===== src/rtl/bfa_ram.sv =====
module bfa_ram #(
   parameter int WIDTH = 49,
   parameter int DEPTH = 96
) (
   input  logic                     clock,
   input  logic                     wr_en,
   input  logic [$clog2(DEPTH)-1:0] wr_addr,
   input  logic [WIDTH-1:0]         wr_data,
   input  logic                     rd_en,
   input  logic [$clog2(DEPTH)-1:0] rd_addr,
   output logic [WIDTH-1:0]         rd_data
);
   logic [WIDTH-1:0] mem_ff [DEPTH];
   logic [WIDTH-1:0] rd_data_ff;

   always_ff @(posedge clock) begin
      if (wr_en) begin
         mem_ff[wr_addr] <= wr_data;
      end
      if (rd_en) begin
         rd_data_ff <= mem_ff[rd_addr];
      end
   end

   assign rd_data = rd_data_ff;
endmodule


===== config.mk =====
export PLATFORM = sky130hd
export DESIGN_NAME = bfa_ram
export DESIGN_NICKNAME = d
export VERILOG_FILES = /design/src/rtl/bfa_ram.sv
export SDC_FILE = /design/constraint.sdc
export NUM_CORES = 2
export LEC_CHECK = 0
export ABC_CLOCK_PERIOD_IN_PS = 8200
export BUFFER_PORTS_ARGS = -buffer_cell sky130_fd_sc_hd__buf_2
export CAP_MARGIN = 40
export CORE_MARGIN = 2
export CORE_UTILIZATION = 38
export CTS_CLUSTER_DIAMETER = 60
export DETAILED_ROUTE_END_ITERATION = 12
export GPL_TIMING_DRIVEN = 0
export PLACE_DENSITY = 0.61
export SYNTH_ARGS = -nofsm -noshare
export SYNTH_HDL_FRONTEND = slang
export SYNTH_MEMORY_MAX_BITS = 65536
export SYNTH_SLANG_ARGS = --single-unit

===== constraint.sdc =====
create_clock -name clock -period 8.2 [get_ports clock]
set_clock_uncertainty 0.2 [all_clocks]
set_input_delay 1.64 -clock clock [delete_from_list [all_inputs] [get_ports clock]]
set_output_delay 1.64 -clock clock [all_outputs]
set_load 0.01 [all_outputs]

==> impl_metrics.tcl <==
set metrics [dict create \
    hp-start "mem_ff[37][12]" \
    power.total_mw 50.7 \
    worst_hold_slack_ns 0.674 \
    vias 94600 \
    arrival_ns 6.38 \
    holdBufCountCts 0 \
    setup_viol 0 \
    ys_types 34 \
    overflow 0 \
    antenna_found_initial 62 \
    viasPerCell 5.90 \
    synth_xor_area_share_pct 0 \
    cp.required_ns 8.68 \
    r2r_end "rd_data[11]" \
    synth.yosys.seq_area_share_pct 78.8 \
    syn2layout_area_growth_pct 17.3 \
    synth_simple_gate_area_share_pct 1.51 \
    peakVddDrop_v 0.000191 \
    reg2reg_slack_ns 5.03 \
    num_io_pins 115 \
    synthesis.nets 8456 \
    synth_seq_cells 4753 \
    path_max_fanout 10 \
    synth_compound_area_share_pct 3.65 \
    synthMuxAreaShare_pct 14.9 \
    rsz0062_at_grt "false" \
    start_util_pct 38.2 \
    synth.cell_area_um2 181000 \
    synth.avg_cell_area_um2 21.6 \
    num-fill-cells 39600 \
    hold_end "rd_data[12]" \
    gp_congestion 0.861 \
    drv_slew 0 \
    drive_gt1_share_pct 27.5 \
    grt_pass1_vias 92500 \
    ant_nets 0 \
    die_area_um2 482000 \
    syn_inst 8390 \
    p_per_area_nw_per_um2 239 \
    synthAdderAreaFrac_pct 0 \
    clk_pin_slew_ns 0.07 \
    drt_iter0_drc 14600 \
    root_buffer "clkbuf_16" \
    maxCapViolations 0 \
    die_w_um 695 \
    max_freq_ghz 0.169 \
    relSlewSlack_pct 29.1 \
    status "complete, no violations" \
    fin_crit_sh_pct 72.0 \
    fin_crit_ns 5.91 \
    post_cts_buffers 0 \
    wl_per_cell_um 34.0 \
    dp.final_hpwl_um 382000 \
    worstSetupStartpoint "rd_addr[2]" \
    finalHoldViolCount 0 \
    drt-total-wl_um 545000 \
    cts_buffers 459 \
    grt_max_degree 85 \
    grt_pass1_wl_um 744000 \
    port_buffers 105 \
    yosysWarnings 0 \
    fp-row-count 253 \
    cts_resized 0 \
    htree_levels 5 \
    core_area_um2 475000 \
    die-height_um 695 \
    grt_usage_pct 22.1 \
    clk_latency_ns 1.05 \
    whs_path_depth 4 \
    cts.sinks 4753 \
    leakage_nw 66.8 \
    tightest_slew_ns 1.06 \
    cts.path.max_buffers 4 \
    end_kind "flop" \
    reg2reg_depth 6 \
    nets 9443 \
    synth_top_family_by_area "multiplexers" \
    cts_tree "built" \
    worstSetupPathType "in -> reg" \
    drc 0 \
    r2r-start "mem_ff[78][11]" \
    dr.pass1.iters 6 \
    worstHoldPathType "reg -> reg" \
    startpoint_type "input port" \
]
## routing by layer
layer	vias to the layer above	wire, um	track usage, %
li1	37600	-	-
met1	50500	209000	29.8
met2	5520	253000	34.7
met3	901	60100	5.39
met4	22	22600	8.25
met5	-	130	0
## sequential cells by signal, indices dropped and copies added, names as in the netlist
signal,flops
rd_data,49
mem_ff,4704
## layout make-up
type                            count  area [um^2]  share of cell area (%)
Clock buffer                      563        12000                    5.64
Buffer                            488         2160                    1.02
Tap cell                         6247         7820                    3.68
Sequential cell                  4753       143000                    67.1
Antenna cell                       39         97.6                  0.0459
Timing Repair Buffer              526         7750                    3.64
Clock inverter                    275         2720                    1.28
Multi-Input combinational cell   3148        37400                    17.6
Inverter                            1         3.75                 0.00177
## per-stage QoR
stage | utilization (%) | setup TNS, ns | std cells | instance area, um^2 | setup WS (ns)
floorplan | - | 0 | 8390 | 181000 | 1.97
global placement | 39.9 | -1618.29 | 14700 | 190000 | -3.82
detailed placement | 41.6 | 0 | 15200 | 198000 | 1.48
CTS | 44.7 | 0 | 16000 | 212000 | 2.53
global route | 44.8 | 0 | 16000 | 213000 | 2.39
finish | 44.8 | 0 | 16000 | 213000 | 2.29
## cell usage in the layout (no fill, tap or decap), drive strengths merged, types with 91 or more instances in the layout
cell    instances
buf           772
nand3         110
clkinv        205
a22oi         343
mux2i         490
nand4          99
nand2         259
clkbuf        805
o22ai         147
mux4          784
a221oi         98
mux2          392
edfxtp       4753
nor2           91
## report_power, final
part | switching, mW | leakage (nW) | total [mW] | internal [mW]
clock | 9.15 | 7.14 | 20.9 | 11.7
combinational | 2.03 | 16.9 | 2.98 | 0.947
sequential | 0.0449 | 42.8 | 26.9 | 26.9
## worst max path at each step
stage / cells after the start / to
after floorplan: 3 / mem_ff[50][0]
after global placement: 4 / mem_ff[42][24]
after detailed placement: 9 / rd_data[32]
after CTS: 9 / rd_data[32]
after global routing: 9 / rd_data[31]
final: 9 / rd_data[32]
## cells in the mapped netlist (all sizes together)
| cell | number | area share [%] |
|---|---|---|
| mux2i | 490 | 2.7 |
| a22oi | 343 | 1.4 |
| a31o | 49 | 0.24 |
| or3 | 1 | 0.0035 |
| o31ai | 49 | 0.20 |
| nand2 | 259 | 0.54 |
| mux2 | 392 | 2.4 |
| and3b | 1 | 0.0048 |
| nand4 | 99 | 0.34 |
| inv | 1 | 0.0021 |
| nand3b | 1 | 0.0041 |
| a221oi | 98 | 0.47 |
| a21oi | 49 | 0.14 |
| nor2b | 13 | 0.045 |
| clkbuf | 242 | 0.50 |
| and2 | 3 | 0.010 |
| o22ai | 147 | 0.51 |
| nor3 | 10 | 0.028 |
| and3 | 2 | 0.0069 |
| nor2 | 91 | 0.19 |
| a31oi | 49 | 0.17 |
| edfxtp | 4753 | 79 |
| or2 | 3 | 0.010 |
| buf | 246 | 0.69 |
| nand3 | 110 | 0.30 |
| nand2b | 6 | 0.021 |
| nor3b | 1 | 0.0041 |
| mux4 | 784 | 9.7 |
| a41oi | 49 | 0.24 |
| a221o | 49 | 0.27 |
## worst max-delay path, stage by stage
cell,delay (ns)
buf_2,0.33
buf_2,0.65
buf_2,0.59
buf_2,0.55
buf_2,0.49
mux4_2,0.38
a22oi_1,0.39
nand4_1,0.67
a31o_1,0.57
## logic make-up (layout without fill, tap and decap cells)
group / count (synthesis) / after routing
flip-flops: 4753 / 4753
multiplexers: 1666 / 1666
AO/OA/AOI/OAI: 882 / 882
AND/OR/NAND/NOR: 600 / 600
buffers and inverters: 489 / 1853
other: 0 / 39
Power figures use the tool's default switching activity.
